<file path="src/hw/rtl/adcrr_pkg.sv">
package adcrr_pkg;

  localparam int CHANNEL_COUNT = 8;

  localparam int CHAN_W   = 3;
  localparam int RES_W    = 2;
  localparam int OVS_W    = 4;
  localparam int SAMPLE_W = 16;
  localparam int VDDA_W   = 16;

  localparam int VREF_W   = 12;
  localparam int RESC_W   = 14;
  localparam int OVSC_W   = 28;
  localparam int CFG_W    = 28;
  localparam int CFG_IDX_W = 2;

  // 3000 * 4095 fits in 24 bits
  localparam int DIVIDEND_W = 24;
  localparam int DIV_CNT_W  = 5;

  localparam logic [CFG_IDX_W-1:0] CFG_VREFINT_CAL    = 2'd0;
  localparam logic [CFG_IDX_W-1:0] CFG_RESOLUTION     = 2'd1;
  localparam logic [CFG_IDX_W-1:0] CFG_OVERSAMPLING   = 2'd2;

  localparam logic [VREF_W-1:0] VREFINT_CAL_RESET = 12'd1655;
  localparam logic [VREF_W-1:0] VREF_MV           = 12'd3000;

  localparam logic KIND_REQUEST = 1'b0;
  localparam logic KIND_EOC     = 1'b1;

  localparam logic OUT_KIND_START = 1'b0;
  localparam logic OUT_KIND_DONE  = 1'b1;

  localparam logic [CHAN_W-1:0] REF_CHANNEL      = 3'd7;
  localparam logic [RES_W-1:0]  REF_RESOLUTION   = 2'd0;
  localparam logic [OVS_W-1:0]  REF_OVERSAMPLING = 4'd8;
  localparam logic [OVS_W-1:0]  OVS_MAX          = 4'd8;

  localparam logic [RES_W-1:0] RES_12BIT = 2'd0;
  localparam logic [RES_W-1:0] RES_10BIT = 2'd1;
  localparam logic [RES_W-1:0] RES_8BIT  = 2'd2;
  localparam logic [RES_W-1:0] RES_6BIT  = 2'd3;

  typedef enum logic [2:0] {
    ACT_NONE,
    ACT_PEND,
    ACT_BEGIN,
    ACT_DIVIDE,
    ACT_DONE
  } action_t;

  typedef enum logic [1:0] {
    OUT_BEGIN,
    OUT_CHAN,
    OUT_DONE
  } out_sel_t;

  typedef enum logic [2:0] {
    ST_IDLE,
    ST_DECIDE,
    ST_DIV,
    ST_EMIT_BEGIN,
    ST_EMIT_CHAN,
    ST_EMIT_DONE
  } state_t;

  typedef struct packed {
    logic     capture;
    logic     set_pending;
    logic     set_active_req;
    logic     div_start;
    logic     store_vdda;
    logic     load;
    out_sel_t sel;
  } cmd_t;

  typedef struct packed {
    action_t action;
    logic    div_done;
    logic    out_free;
    logic    found;
  } status_t;

endpackage

</file>
<file path="src/hw/rtl/adcrr_div.sv">
module adcrr_div import adcrr_pkg::*; (
  input  logic                  clk,
  input  logic                  rst,
  input  logic                  start,
  input  logic [DIVIDEND_W-1:0] dividend,
  input  logic [VDDA_W-1:0]     divisor,
  output logic                  done,
  output logic [VDDA_W-1:0]     quotient
);

  localparam logic [DIV_CNT_W-1:0] STEPS = DIV_CNT_W'(DIVIDEND_W);

  logic                  running;
  logic [DIV_CNT_W-1:0]  count;
  logic [VDDA_W-1:0]     rem;
  logic [DIVIDEND_W-1:0] quo;

  logic [VDDA_W:0]       trial;
  logic                  fits;

  // One quotient bit a step. A zero divisor gives all ones, which saturates.
  assign trial = {rem, quo[DIVIDEND_W-1]};
  assign fits  = trial >= {1'b0, divisor};

  always_ff @(posedge clk) begin
    if (rst) begin
      running <= 1'b0;
      done    <= 1'b0;
      count   <= '0;
    end else begin
      done <= 1'b0;
      if (start) begin
        running <= 1'b1;
        count   <= STEPS;
      end else if (running) begin
        count <= count - 1'b1;
        if (count == DIV_CNT_W'(1)) begin
          running <= 1'b0;
          done    <= 1'b1;
        end
      end
    end
  end

  always_ff @(posedge clk) begin
    if (start) begin
      rem <= '0;
      quo <= dividend;
    end else if (running) begin
      rem <= fits ? VDDA_W'(trial - {1'b0, divisor}) : trial[VDDA_W-1:0];
      quo <= {quo[DIVIDEND_W-2:0], fits};
    end
  end

  assign quotient = (|quo[DIVIDEND_W-1:VDDA_W]) ? {VDDA_W{1'b1}} : quo[VDDA_W-1:0];

endmodule

</file>
<file path="src/hw/rtl/adcrr_dp.sv">
module adcrr_dp import adcrr_pkg::*; (
  input  logic                 clk,
  input  logic                 rst,
  input  cmd_t                 cmd,
  output status_t              status,
  input  logic                 kind,
  input  logic [CHAN_W-1:0]    req_channel,
  input  logic [SAMPLE_W-1:0]  raw_sample,
  input  logic                 cfg_write,
  input  logic [CFG_IDX_W-1:0] cfg_index,
  input  logic [CFG_W-1:0]     cfg_data,
  output logic                 result_valid,
  input  logic                 result_stall,
  output logic                 out_kind,
  output logic [CHAN_W-1:0]    conv_channel,
  output logic [RES_W-1:0]     conv_resolution,
  output logic [OVS_W-1:0]     conv_oversampling,
  output logic [SAMPLE_W-1:0]  sample_value,
  output logic [VDDA_W-1:0]    vdda_mv,
  output logic                 last
);

  typedef struct packed {
    logic              found;
    logic [CHAN_W-1:0] ch;
  } search_t;

  logic [VREF_W-1:0]        vrefint_cal;
  logic [RESC_W-1:0]        resolution_codes;
  logic [OVSC_W-1:0]        oversampling_codes;

  logic                     kind_q;
  logic [CHAN_W-1:0]        req_q;
  logic [SAMPLE_W-1:0]      raw_q;

  logic                     busy;
  logic                     phase_measure;
  logic [CHAN_W-1:0]        active_channel;
  logic [CHANNEL_COUNT-1:0] pending_flags;
  logic [VDDA_W-1:0]        vdda_latest;

  logic [RES_W-1:0]         res_tab [0:7];
  logic [OVS_W-1:0]         ovs_tab [0:7];
  logic [RES_W-1:0]         active_res;
  logic [OVS_W-1:0]         active_ovs;
  logic [SAMPLE_W-1:0]      aligned;
  logic [CHANNEL_COUNT-1:0] req_mask;
  logic [CHANNEL_COUNT-1:0] active_mask;
  logic                     req_in_range;
  search_t                  next_pick;

  logic [DIVIDEND_W-1:0]    dividend;
  logic                     div_done;
  logic [VDDA_W-1:0]        quotient;

  function automatic search_t rr_search(input logic [CHANNEL_COUNT-1:0] flags,
                                        input logic [CHAN_W-1:0] from);
    search_t r;
    int      t;
    r = '0;
    for (int i = CHANNEL_COUNT - 1; i >= 1; i--) begin
      t = int'(from) + i;
      if (t >= CHANNEL_COUNT) t = t - CHANNEL_COUNT;
      if (flags[t[CHAN_W-1:0]]) begin
        r.found = 1'b1;
        r.ch    = CHAN_W'(t);
      end
    end
    return r;
  endfunction

  // Per-channel codes; the reference channel is fixed
  always_comb begin
    for (int c = 0; c < 7; c++) begin
      res_tab[c] = resolution_codes[2*c +: RES_W];
      ovs_tab[c] = (oversampling_codes[4*c +: OVS_W] > OVS_MAX) ?
                   OVS_MAX : oversampling_codes[4*c +: OVS_W];
    end
    res_tab[7] = REF_RESOLUTION;
    ovs_tab[7] = REF_OVERSAMPLING;
  end

  assign active_res = res_tab[active_channel];
  assign active_ovs = ovs_tab[active_channel];

  always_comb begin
    unique case (active_res)
      RES_12BIT: aligned = {raw_q[11:0], 4'b0};
      RES_10BIT: aligned = {raw_q[9:0], 6'b0};
      RES_8BIT:  aligned = {raw_q[7:0], 8'b0};
      RES_6BIT:  aligned = {raw_q[5:0], 10'b0};
    endcase
  end

  always_comb begin
    for (int i = 0; i < CHANNEL_COUNT; i++) begin
      req_mask[i]    = int'(req_q) == i;
      active_mask[i] = int'(active_channel) == i;
    end
  end

  assign req_in_range = int'(req_q) < CHANNEL_COUNT;
  assign next_pick    = rr_search(pending_flags, active_channel);

  always_comb begin
    status.div_done = div_done;
    status.out_free = !result_valid || !result_stall;
    status.found    = next_pick.found;
    if (kind_q == KIND_REQUEST) begin
      if (!req_in_range)  status.action = ACT_NONE;
      else if (busy)      status.action = ACT_PEND;
      else                status.action = ACT_BEGIN;
    end else begin
      if (!busy)               status.action = ACT_NONE;
      else if (!phase_measure) status.action = ACT_DIVIDE;
      else                     status.action = ACT_DONE;
    end
  end

  assign dividend = DIVIDEND_W'(vrefint_cal) * DIVIDEND_W'(VREF_MV);

  adcrr_div u_div (
    .clk      (clk),
    .rst      (rst),
    .start    (cmd.div_start),
    .dividend (dividend),
    .divisor  (raw_q),
    .done     (div_done),
    .quotient (quotient)
  );

  always_ff @(posedge clk) begin
    if (rst) begin
      vrefint_cal        <= VREFINT_CAL_RESET;
      resolution_codes   <= '0;
      oversampling_codes <= '0;
    end else if (cfg_write) begin
      unique case (cfg_index)
        CFG_VREFINT_CAL:  vrefint_cal        <= cfg_data[VREF_W-1:0];
        CFG_RESOLUTION:   resolution_codes   <= cfg_data[RESC_W-1:0];
        CFG_OVERSAMPLING: oversampling_codes <= cfg_data[OVSC_W-1:0];
        default: ;
      endcase
    end
  end

  always_ff @(posedge clk) begin
    if (cmd.capture) begin
      kind_q <= kind;
      req_q  <= req_channel;
      raw_q  <= raw_sample;
    end
  end

  always_ff @(posedge clk) begin
    if (rst) begin
      busy           <= 1'b0;
      phase_measure  <= 1'b0;
      active_channel <= '0;
      pending_flags  <= '0;
      vdda_latest    <= '0;
    end else begin
      if (cmd.set_pending)    pending_flags  <= pending_flags | req_mask;
      if (cmd.set_active_req) active_channel <= req_q;
      if (cmd.store_vdda)     vdda_latest    <= quotient;
      if (cmd.load) begin
        unique case (cmd.sel)
          OUT_BEGIN: begin
            busy          <= 1'b1;
            phase_measure <= 1'b0;
            pending_flags <= pending_flags & ~active_mask;
          end
          OUT_CHAN: phase_measure <= 1'b1;
          OUT_DONE: begin
            busy          <= 1'b0;
            phase_measure <= 1'b0;
            // hand the next sequence its channel
            if (next_pick.found) active_channel <= next_pick.ch;
          end
          default: ;
        endcase
      end
    end
  end

  always_ff @(posedge clk) begin
    if (rst) begin
      result_valid <= 1'b0;
    end else if (cmd.load) begin
      result_valid <= 1'b1;
    end else if (!result_stall) begin
      result_valid <= 1'b0;
    end
  end

  always_ff @(posedge clk) begin
    if (cmd.load) begin
      vdda_mv <= vdda_latest;
      unique case (cmd.sel)
        OUT_BEGIN: begin
          out_kind          <= OUT_KIND_START;
          conv_channel      <= REF_CHANNEL;
          conv_resolution   <= REF_RESOLUTION;
          conv_oversampling <= REF_OVERSAMPLING;
          sample_value      <= '0;
          last              <= 1'b1;
        end
        OUT_CHAN: begin
          out_kind          <= OUT_KIND_START;
          conv_channel      <= active_channel;
          conv_resolution   <= active_res;
          conv_oversampling <= active_ovs;
          sample_value      <= '0;
          last              <= 1'b1;
        end
        OUT_DONE: begin
          out_kind          <= OUT_KIND_DONE;
          conv_channel      <= active_channel;
          conv_resolution   <= '0;
          conv_oversampling <= '0;
          sample_value      <= aligned;
          last              <= !next_pick.found;
        end
        default: begin
          out_kind          <= OUT_KIND_START;
          conv_channel      <= '0;
          conv_resolution   <= '0;
          conv_oversampling <= '0;
          sample_value      <= '0;
          last              <= 1'b1;
        end
      endcase
    end
  end

endmodule

</file>
<file path="src/hw/rtl/adcrr_ctrl.sv">
module adcrr_ctrl import adcrr_pkg::*; (
  input  logic    clk,
  input  logic    rst,
  input  logic    item_valid,
  output logic    item_stall,
  input  status_t status,
  output cmd_t    cmd
);

  state_t state, state_next;

  always_ff @(posedge clk) begin
    if (rst) begin
      state <= ST_IDLE;
    end else begin
      state <= state_next;
    end
  end

  always_comb begin
    state_next = state;
    cmd        = '0;
    cmd.sel    = OUT_BEGIN;
    item_stall = 1'b1;
    unique case (state)
      ST_IDLE: begin
        item_stall = 1'b0;
        if (item_valid) begin
          cmd.capture = 1'b1;
          state_next  = ST_DECIDE;
        end
      end
      ST_DECIDE: begin
        unique case (status.action)
          ACT_PEND: begin
            cmd.set_pending = 1'b1;
            state_next      = ST_IDLE;
          end
          ACT_BEGIN: begin
            cmd.set_active_req = 1'b1;
            state_next         = ST_EMIT_BEGIN;
          end
          ACT_DIVIDE: begin
            cmd.div_start = 1'b1;
            state_next    = ST_DIV;
          end
          ACT_DONE: state_next = ST_EMIT_DONE;
          default:  state_next = ST_IDLE;
        endcase
      end
      ST_DIV: begin
        if (status.div_done) begin
          cmd.store_vdda = 1'b1;
          state_next     = ST_EMIT_CHAN;
        end
      end
      ST_EMIT_BEGIN: begin
        cmd.sel = OUT_BEGIN;
        if (status.out_free) begin
          cmd.load   = 1'b1;
          state_next = ST_IDLE;
        end
      end
      ST_EMIT_CHAN: begin
        cmd.sel = OUT_CHAN;
        if (status.out_free) begin
          cmd.load   = 1'b1;
          state_next = ST_IDLE;
        end
      end
      ST_EMIT_DONE: begin
        cmd.sel = OUT_DONE;
        if (status.out_free) begin
          cmd.load   = 1'b1;
          // chain straight into the next pending channel
          state_next = status.found ? ST_EMIT_BEGIN : ST_IDLE;
        end
      end
      default: state_next = ST_IDLE;
    endcase
  end

endmodule

</file>
<file path="src/hw/rtl/adc_round_robin_conversion_sequencer.sv">
// A request is captured, decided in ST_DECIDE, and its start command loaded into the
// output register from ST_EMIT_BEGIN; for an end of reference conversion the 24-step
// restoring divider forms the supply estimate, then ST_EMIT_CHAN loads its command.
// Throughput: one beat in at a time; the next is taken once the previous one's last
// result sits in the output register, or once a beat with no result is decided.
// Reset (rst, synchronous): idle, nothing pending, supply estimate 0.
module adc_round_robin_conversion_sequencer import adcrr_pkg::*; (
  input  logic                 clk,
  input  logic                 rst,
  input  logic                 item_valid,
  output logic                 item_stall,
  input  logic                 kind,
  input  logic [CHAN_W-1:0]    req_channel,
  input  logic [SAMPLE_W-1:0]  raw_sample,
  input  logic                 cfg_write,
  input  logic [CFG_IDX_W-1:0] cfg_index,
  input  logic [CFG_W-1:0]     cfg_data,
  output logic                 result_valid,
  input  logic                 result_stall,
  output logic                 out_kind,
  output logic [CHAN_W-1:0]    conv_channel,
  output logic [RES_W-1:0]     conv_resolution,
  output logic [OVS_W-1:0]     conv_oversampling,
  output logic [SAMPLE_W-1:0]  sample_value,
  output logic [VDDA_W-1:0]    vdda_mv,
  output logic                 last
);

  cmd_t    cmd;
  status_t status;

  adcrr_ctrl u_ctrl (
    .clk        (clk),
    .rst        (rst),
    .item_valid (item_valid),
    .item_stall (item_stall),
    .status     (status),
    .cmd        (cmd)
  );

  adcrr_dp u_dp (
    .clk               (clk),
    .rst               (rst),
    .cmd               (cmd),
    .status            (status),
    .kind              (kind),
    .req_channel       (req_channel),
    .raw_sample        (raw_sample),
    .cfg_write         (cfg_write),
    .cfg_index         (cfg_index),
    .cfg_data          (cfg_data),
    .result_valid      (result_valid),
    .result_stall      (result_stall),
    .out_kind          (out_kind),
    .conv_channel      (conv_channel),
    .conv_resolution   (conv_resolution),
    .conv_oversampling (conv_oversampling),
    .sample_value      (sample_value),
    .vdda_mv           (vdda_mv),
    .last              (last)
  );

endmodule

</file>
<file path="config.mk">
export PLATFORM = sky130hd
export DESIGN_NAME = adc_round_robin_conversion_sequencer
export DESIGN_NICKNAME = d
export VERILOG_FILES = /design/src/hw/rtl/adcrr_pkg.sv /design/src/hw/rtl/adcrr_div.sv /design/src/hw/rtl/adcrr_dp.sv /design/src/hw/rtl/adcrr_ctrl.sv /design/src/hw/rtl/adc_round_robin_conversion_sequencer.sv
export SDC_FILE = /design/constraint.sdc
export NUM_CORES = 1
export LEC_CHECK = 0
export BUFFER_PORTS_ARGS = -buffer_cell sky130_fd_sc_hd__buf_2
export CAP_MARGIN = 10
export CORE_ASPECT_RATIO = 1.1
export CORE_MARGIN = 2
export CORE_UTILIZATION = 47
export CTS_BUF_LIST = sky130_fd_sc_hd__clkbuf_16
export CTS_CLUSTER_DIAMETER = 120
export DETAILED_ROUTE_END_ITERATION = 6
export GPL_ROUTABILITY_DRIVEN = 0
export PLACE_DENSITY = 0.7
export SKIP_LAST_GASP = 1
export SLEW_MARGIN = 40
export SYNTH_ARGS = -nofsm -noshare
export SYNTH_HDL_FRONTEND = slang
export SYNTH_HIERARCHICAL = 1
export SYNTH_SLANG_ARGS = --single-unit
</file>
<file path="constraint.sdc">
create_clock -name clk -period 13.4 [get_ports clk]
set_input_delay 2.68 -clock clk [delete_from_list [all_inputs] [get_ports clk]]
set_output_delay 2.68 -clock clk [all_outputs]
set_load 0.1 [all_outputs]
</file>
==> qor.csv, run 1 <==
stage,metric,value,unit
status,status,"finished, final reports clean",
worst_setup_path,critPathMaxStageDelay,0.57,ns
timing,post-route-min-period,4.82,ns
clock_network,path_clk_slew,0.07,ns
timing,fin_setup_tns,0,ns
yosys,ys.flop_type,dfxtp_1,
routing,drtIter0Drc,709,
final_layout,area_growth,10.8,%
job,max_cap_viol_count,0,
yosys,yosysUniqueCellTypes,85,
routing,dr.pass1.iters,5,
routing,post-route-drc-count,0,
yosys,netlist_area,12700,µm²
routing,vias,9610,
yosys,syn_avg_cell_area,9.71,µm²
global_routing,first_global_vias,9275,
clock_network,cts_tree,built,
worst_setup_path,path_cells,fa_1 > inv_1 > fa_1 > inv_1 > fa_1 > inv_1 > fa_1 > inv_1 > ha_1 > or2_2 > o31ai_1 > a211oi_1 > o31ai_1 > o311ai_0 > mux2_2,
worst_setup_path,cp_data_arrival_time,5.01,ns
global_routing,grt_max_degree,96,
timing,drv_slew,0,
worst_setup_path,end_kind,flop,
clock_network,cts_buffer_depth,2,
power,power.leakage,0.00573,µW
clock_network,cts_resized,0,
yosys,yosysWarnings,6,
routing,ant_nets,0,
floorplanning,die_h,177,µm
worst_setup_path,critPathRequiredTime,13.58,ns
final_layout,final_cell_mix,"nand2_1 (151), inv_1 (148), dfxtp_1 (109)",
placement,io_buffers,95,
floorplanning,die_x,161,µm
clock_network,worstSkewPairLatency,0.43,ns
timing,holdWs,0.436,ns
routing,drt_wl_total,28000,µm
global_routing,grt_use_total,19.6,%
yosys,syn_inst,1310,
floorplanning,io_pins,100,
final_layout,nets,1568,
worst_setup_path,start_kind,flop,
clock_network,post-cts-setup-buffers,0,
global_routing,grt_overflow,0,
final_layout,multiInputGateArea,7200,µm²
final_layout,final_common_cell,nand2_1,
final_layout,antenna_cells,0,
floorplanning,start_util,47.5,%
worst_setup_path,critPathKind,flop to flop,
timing,rsz0062_at_grt,no,
timing,hold_viol_final,0,
global_routing,antenna_found_initial,0,
yosys,synth_edf_count,83,
timing,max_slew_margin,46.0,%
clock_network,cts_root_buf,clkbuf_16,
clock_network,htreeDepth,4,
power,p_per_area,135,nW/µm²
floorplanning,rows,63,
final_layout,fillers,2410,
timing,fin_skew,0.0116,ns
timing,setup_viol,0,
timing,tightest_slew,0.808,ns
worst_hold_path,min_path_type,flop to flop,
timing,min_period_over_period,36.0,%
yosys,ys_ff_latch,193,
routing,post_drt_wl_per_cell,16.0,µm
clock_network,cts_sinks,193,
placement,place_hpwl,20700,µm
worst_setup_path,critical_path.slowest_cell,fa_1,
clock_network,cts_buffers,17,
yosys,yosysSeqAreaShare,36.9,%
yosys,synthArstFlopShare,0,%
final_layout,regArea,4700,µm²
worst_setup_path,critPathMaxFanout,8,
routing,vias_per_cell,5.50,
floorplanning,die_area,28400,µm²
global_routing,grt_pass1_wl,45300,µm
final_layout,drive_above_1_share,16.9,%
timing,fmax,207,MHz
clock_network,postCtsHoldBufs,0,
power,peakVddDrop,0.105,mV
floorplanning,core,26800,µm²
-- through the flow --
stage	worst slack, ns	area [µm²]	power [µW]	utilization (%)	std cells
CTS	8.52	14100	1920	52.6	1748
finish	8.58	14100	1910	52.6	1748
global route	8.18	14100	2040	52.6	1748
floorplan	8.55	12700	1240	-	1316
detailed placement	8.54	13500	1380	50.3	1716
global placement	8.60	13400	1360	50.1	1712
-- routing by layer --
metal / vias to the layer above / global-route usage [%] / wire, µm
met5: - / 0 / 0
met2: 205 / 33.6 / 13600
li1: 4707 / - / -
met4: 0 / 5.32 / 364
met1: 4667 / 26.0 / 12800
met3: 31 / 2.82 / 1270
-- area by class of cell --
class / instances / area share [%]
Sequential cell: 193 / 33.3
Inverter: 149 / 3.97
Timing Repair Buffer: 109 / 4.15
Multi-Input combinational cell: 908 / 51.1
Clock inverter: 15 / 1.35
Clock buffer: 17 / 3.02
Tap cell: 357 / 3.17
-- worst max-delay path: cells and delay by family, from the launching register on --
kind	cells	cell delay, ns
DFF	1	0.42
adders and majority gates	5	2.38
buffers and inverters	4	0.19
AOI/OAI and AO/OA	4	0.99
and+or+nand+nor	1	0.30
muxes	1	0.30
-- state kept, by name, summed over array words and instances, names as in the netlist, 2 cells and up --
signal / cells
u_dp/u_div/count: 5
u_dp/conv_channel: 3
u_dp/conv_resolution: 2
u_dp/oversampling_codes: 28
u_dp/vdda_mv: 16
u_dp/raw_q: 16
u_dp/req_q: 3
u_dp/vrefint_cal: 12
u_dp/conv_oversampling: 4
u_dp/sample_value: 12
u_dp/u_div/rem: 16
u_dp/pending_flags: 8
u_dp/u_div/quo: 24
u_dp/resolution_codes: 14
u_dp/active_channel: 3
u_ctrl/state: 3
u_dp/vdda_latest: 16
-- worst paths after layout --
kind	start	to	slack, ns	cells after the start
worst max-delay path	u_dp/vrefint_cal[7]$_SDFFE_PP0P_	u_dp/u_div/quo[22]$_DFFE_PP_	8.58	15
worst min-delay path	u_dp/vdda_latest[3]$_SDFFE_PP0P_	u_dp/vdda_mv[3]$_DFFE_PP_	0.44	0
worst min register to register	u_dp/vdda_latest[3]$_SDFFE_PP0P_	u_dp/vdda_mv[3]$_DFFE_PP_	0.44	0
worst max register to register	u_dp/vrefint_cal[7]$_SDFFE_PP0P_	u_dp/u_div/quo[22]$_DFFE_PP_	8.58	15
-- synth_stat cells (11+ instances only) --
| library cell | n | share of area (%) |
|---|---|---|
| nor3_1 | 22 | 0.87 |
| mux2_2 | 29 | 2.6 |
| ha_1 | 86 | 8.5 |
| xnor2_1 | 14 | 0.96 |
| nand3_1 | 16 | 0.63 |
| a211oi_1 | 18 | 1.1 |
| mux4_2 | 18 | 3.2 |
| a21oi_1 | 90 | 3.5 |
| nor2b_1 | 22 | 1.1 |
| inv_1 | 146 | 4.3 |
| nor2_1 | 79 | 2.3 |
| a21o_1 | 11 | 0.65 |
| dfxtp_1 | 110 | 17 |
| nand2b_1 | 14 | 0.69 |
| fa_1 | 49 | 7.7 |
| edfxtp_1 | 83 | 20 |
| nor3b_1 | 12 | 0.71 |
| or2_2 | 21 | 1.0 |
| nand2_1 | 151 | 4.5 |
| mux2i_1 | 37 | 2.9 |
| and2_1 | 14 | 0.69 |
| clkbuf_1 | 33 | 0.97 |
| buf_2 | 13 | 0.51 |
| o21ai_0 | 29 | 1.1 |
-- cells by family (layout without fill, tap and decap cells) --
kind of cell	after synthesis	after routing	share of synthesized area, %
other	1	7	0.0295
and+or+nand+nor	398	398	15.2
xor gates and xnor gates	24	24	1.65
muxes	90	90	9.69
DFF	193	193	36.9
AOI/OAI and AO/OA	254	254	13.4
adders and majority gates	135	135	16.2
buffers and inverters	215	290	6.98
-- power by group --
part / switching, µW / internal, µW
Sequential: 24.1 / 638
Clock: 226 / 312
Combinational: 414 / 296
No activity file was read; power rests on OpenSTA's default activity.
==> inputs of run 2 (changes only) <==
--- a/config.mk
+++ b/config.mk
@@ -5,6 +5,7 @@
 export SDC_FILE = /design/constraint.sdc
 export NUM_CORES = 1
 export LEC_CHECK = 0
+export ABC_AREA = 1
 export BUFFER_PORTS_ARGS = -buffer_cell sky130_fd_sc_hd__buf_2
 export CAP_MARGIN = 10
 export CORE_ASPECT_RATIO = 1.1
==> constraint.sdc (replaced) <==
create_clock -name clk -period 4.7 [get_ports clk]
set_input_delay 0.94 -clock clk [delete_from_list [all_inputs] [get_ports clk]]
set_output_delay 0.94 -clock clk [all_outputs]
set_load 0.1 [all_outputs]
==> run 2 against run 1 <==
Synthesized cell count increased by 24%. First-iteration DRC count shrank 15%. Global-route usage rose by 2.0 points. Via count rose by 9.1%. Register-to-register slack worse by 8.3 ns. Setup slack worse by 8.3 ns. Final cell count grew 19%. Clock skew is 0.0056 ns higher. Combinational power grew to 3.2 times the previous value. Highest routed layer unchanged. Fmax is 8.7% higher. Sequential share of layout area is 0.15 points higher. Cell area down 0.46%.
==> qor.csv, run 2 <==
stage,metric,value,unit,change
clock_network,cts_root_buf,clkbuf_16,,
final_layout,fillers,2560,,+6.2%
worst_setup_path,critPathMaxFanout,5,,-3
routing,post_drt_wl_per_cell,13.9,µm,-13%
routing,ant_nets,0,,unchanged
floorplanning,die_x,160,µm,-0.54%
yosys,ys.flop_type,dfxtp_1,,
worst_setup_path,critPathMaxStageDelay,0.55,ns,-0.02 ns
routing,vias,10483,,+9.1%
timing,tightest_slew,0.752,ns,-0.0558 ns
final_layout,area_growth,11.6,%,
final_layout,final_common_cell,nand2_1,,
final_layout,drive_above_1_share,12.1,%,-4.8 points
yosys,yosysSeqAreaShare,37.3,%,+0.41 points
floorplanning,rows,62,,-1.6%
final_layout,antenna_cells,0,,unchanged
global_routing,grt_pass1_wl,49300,µm,+8.8%
yosys,synth_compound_area_share,10.2,%,-3.1 points
timing,drv_slew,0,,unchanged
power,power.leakage,0.00673,µW,+17%
worst_hold_path,hold_start,u_dp/vdda_latest[0]$_SDFFE_PP0P_,,
routing,drt_wl_total,28900,µm,+3.1%
yosys,synth_area_leader_cell,edfxtp_1,,
routing,post-route-drc-count,0,,unchanged
clock_network,worstSkewPairLatency,0.44,ns,about the same
timing,setup_viol,0,,unchanged
yosys,yosys-top-cells-count,"nand2_1 (357), inv_1 (298), nor2_1 (129)",,
worst_setup_path,path_cells,fa_1 > inv_1 > fa_1 > inv_1 > fa_1 > inv_1 > fa_1 > inv_1 > ha_1 > a21oi_1 > or2_0 > nand3_1 > a21oi_2 > o21ai_2 > nand2_1 > inv_1 > o21ai_0 > nand2_1 > nand2_1 > o21ai_0,,
worst_setup_path,cp_top_family,adder cells,,
worst_setup_path,crit_buf_inv,5,,+1
timing,rsz0062_at_grt,yes,,
routing,vias_per_cell,5.05,,-8.2%
floorplanning,start_util,48.0,%,+0.51 points
timing,max_slew_margin,49.7,%,+3.8 points
final_layout,largest_register_ffs,28,,unchanged
global_routing,grt_max_degree,57,,-41%
final_layout,final_cells,2076,,+19%
final_layout,largest_register,u_dp/oversampling_codes,,
worst_setup_path,critPathKind,flop to flop,,
yosys,synth-xor-area-share,1.39,%,-0.26 points
worst_setup_path,end_kind,flop,,
clock_network,cts_tree,built,,
timing,hold_viol_final,0,,unchanged
yosys,synth_edf_count,83,,unchanged
power,p_per_area,404,nW/µm²,+200%
timing,min_period_over_period,94.5,%,+58 points
floorplanning,core,26200,µm²,-2.2%
clock_network,htreeDepth,4,,unchanged
job,max_cap_viol_count,0,,unchanged
yosys,yosysWarnings,6,,unchanged
yosys,ys_ff_latch,193,,unchanged
clock_network,path_clk_slew,0.08,ns,about the same
global_routing,grt_use_total,21.6,%,+2.0 points
timing,holdWs,0.427,ns,-0.00922 ns
yosys,synth.most_common_cell,nand2_1,,
global_routing,antenna_found_initial,0,,unchanged
worst_setup_path,cpMostUsedCell,inv_1,,
placement,place_hpwl,22100,µm,+6.6%
worst_setup_path,start_kind,flop,,
yosys,synth_top_family_by_area,simple AND/OR/NAND/NOR gates,,
worst_hold_path,min_path_type,flop to flop,,
routing,drtIter0Drc,606,,-15%
timing,fin_skew,0.0172,ns,+0.00561 ns
final_layout,regArea,4700,µm²,unchanged
yosys,yosys.area_share.adder,16.3,%,+0.18 points
worst_setup_path,critical_path.slowest_cell,fa_1,,
yosys,yosys.area_share.simple,23.1,%,+7.9 points
yosys,synthArstFlopShare,0,%,unchanged
final_layout,final_cell_mix,"nand2_1 (357), inv_1 (298), nor2_1 (127)",,
power,peakVddDrop,0.450,mV,+330%
timing,finalWorstSetupSlack,0.260,ns,-8.32 ns
worst_setup_path,critPathRequiredTime,4.88,ns,-8.70 ns
yosys,syn_avg_cell_area,7.77,µm²,-20%
yosys,netlist_area,12600,µm²,-1.1%
clock_network,cts_sinks,193,,unchanged
worst_setup_path,r2r-start,u_dp/vrefint_cal[6]$_SDFFE_PP1P_,,
yosys,synthMuxAreaShare,0,%,-9.7 points
worst_setup_path,cp_data_arrival_time,4.62,ns,-0.39 ns
placement,placed_cells_incl_taps,2044,,+19%
yosys,yosysUniqueCellTypes,49,,-42%
global_routing,first_global_vias,10416,,+12%
timing,post-route-min-period,4.44,ns,-0.385 ns
placement,io_buffers,95,,unchanged
floorplanning,io_pins,100,,unchanged
yosys,synth_top_area_share,19.8,%,+0.22 points
clock_network,cts_buffer_depth,2,,unchanged
placement,post-place-ws,0.208,ns,-8.33 ns
clock_network,cts_buffers,17,,unchanged
floorplanning,die_area,28100,µm²,-1.1%
routing,dr.pass1.iters,7,,+2
worst_setup_path,startpoint,u_dp/vrefint_cal[6]$_SDFFE_PP1P_,,
floorplanning,die_h,176,µm,-0.54%
yosys,syn_inst,1620,,+24%
status,status,"finished, final reports clean",,
timing,fmax,225,MHz,+8.7%
global_routing,grt_overflow,0,,unchanged
final_layout,multiInputGateArea,6490,µm²,-9.9%
final_layout,reg_top3,"u_dp/oversampling_codes: 28 flops, u_dp/u_div/quo: 24 flops",,
final_layout,nets,1901,,+21%
yosys,synth_area_leaders,"edfxtp_1 (20%), dfxtp_1 (18%), nand2_1 (11%)",,
-- run 2: cell count changes in the layout (fill, tap and decap cells not counted), moves of 18 or more --
| cell | previous run | this run |
|---|---|---|
| inv_1 | 148 | 298 |
| mux2_2 | 29 | 0 |
| mux2i_1 | 37 | 0 |
| mux4_2 | 18 | 0 |
| nand2_1 | 151 | 357 |
| nand3_1 | 16 | 103 |
| nor2_1 | 76 | 127 |
| nor2b_1 | 21 | 0 |
| o21ai_0 | 28 | 109 |
| or2_2 | 21 | 0 |
-- run 2: timing repair --
| item | 4_1_cts | 5_1_grt |
|---|---|---|
| setup buffers | 0 | 0 |
| resized for setup | 0 | 4 |
| setup endpoints to repair | 0 | 3 |
| hold buffers | 0 | 0 |
-- run 2: layout make-up --
type / count / share of cell area, %
Clock buffer: 18 / 3.21
Clock inverter: 14 / 1.16
Multi-Input combinational cell: 1072 / 46.2
Timing Repair Buffer: 113 / 4.35
Tap cell: 352 / 3.14
Inverter: 314 / 8.48
Sequential cell: 193 / 33.4
-- run 2: stage by stage --
stage               utilization, %  TNS (ns)  instance area [µm²]  power (µW)
CTS                           53.5         0                14000        5690
global placement              51.1         0                13400        4160
global route                  53.5  -0.00409                14000        6130
floorplan                        -         0                12600        3730
finish                        53.5         0                14000        5670
detailed placement            51.2         0                13400        4200
-- run 2: where the power goes --
| group | internal [µW] | switching, µW |
|---|---|---|
| registers | 1820 | 74.7 |
| clock network | 749 | 721 |
| logic | 850 | 1450 |
| total | 3420 | 2250 |
-- run 2: kinds of logic after synthesis --
family	after synthesis
AO/OA/AOI/OAI	241
XOR/XNOR	20
adder cells (fa/ha/maj)	135
buffers and inverters	361
flip-flops	193
other	1
AND/OR/NAND/NOR	669
-- run 2: worst paths after layout --
path / end / slack, ns / cells after the start
max: u_dp/u_div/quo[22]$_DFFE_PP_ / 0.26 / 20
min: u_dp/vdda_mv[0]$_DFFE_PP_ / 0.43 / 0
max reg2reg: u_dp/u_div/quo[22]$_DFFE_PP_ / 0.26 / 20
min reg2reg: u_dp/vdda_mv[0]$_DFFE_PP_ / 0.43 / 0
-- run 2: per-layer routing --
layer  up-vias  wire, µm  global-route usage, %  part of all wire, %
li1       5326         -                      -                    -
met1      4895     12800                   27.1                   44
met2       216     14200                   37.8                   49
met3        46      1080                   2.90                  3.8
met4         0       734                   8.45                  2.5
met5         -         0                      0                    0
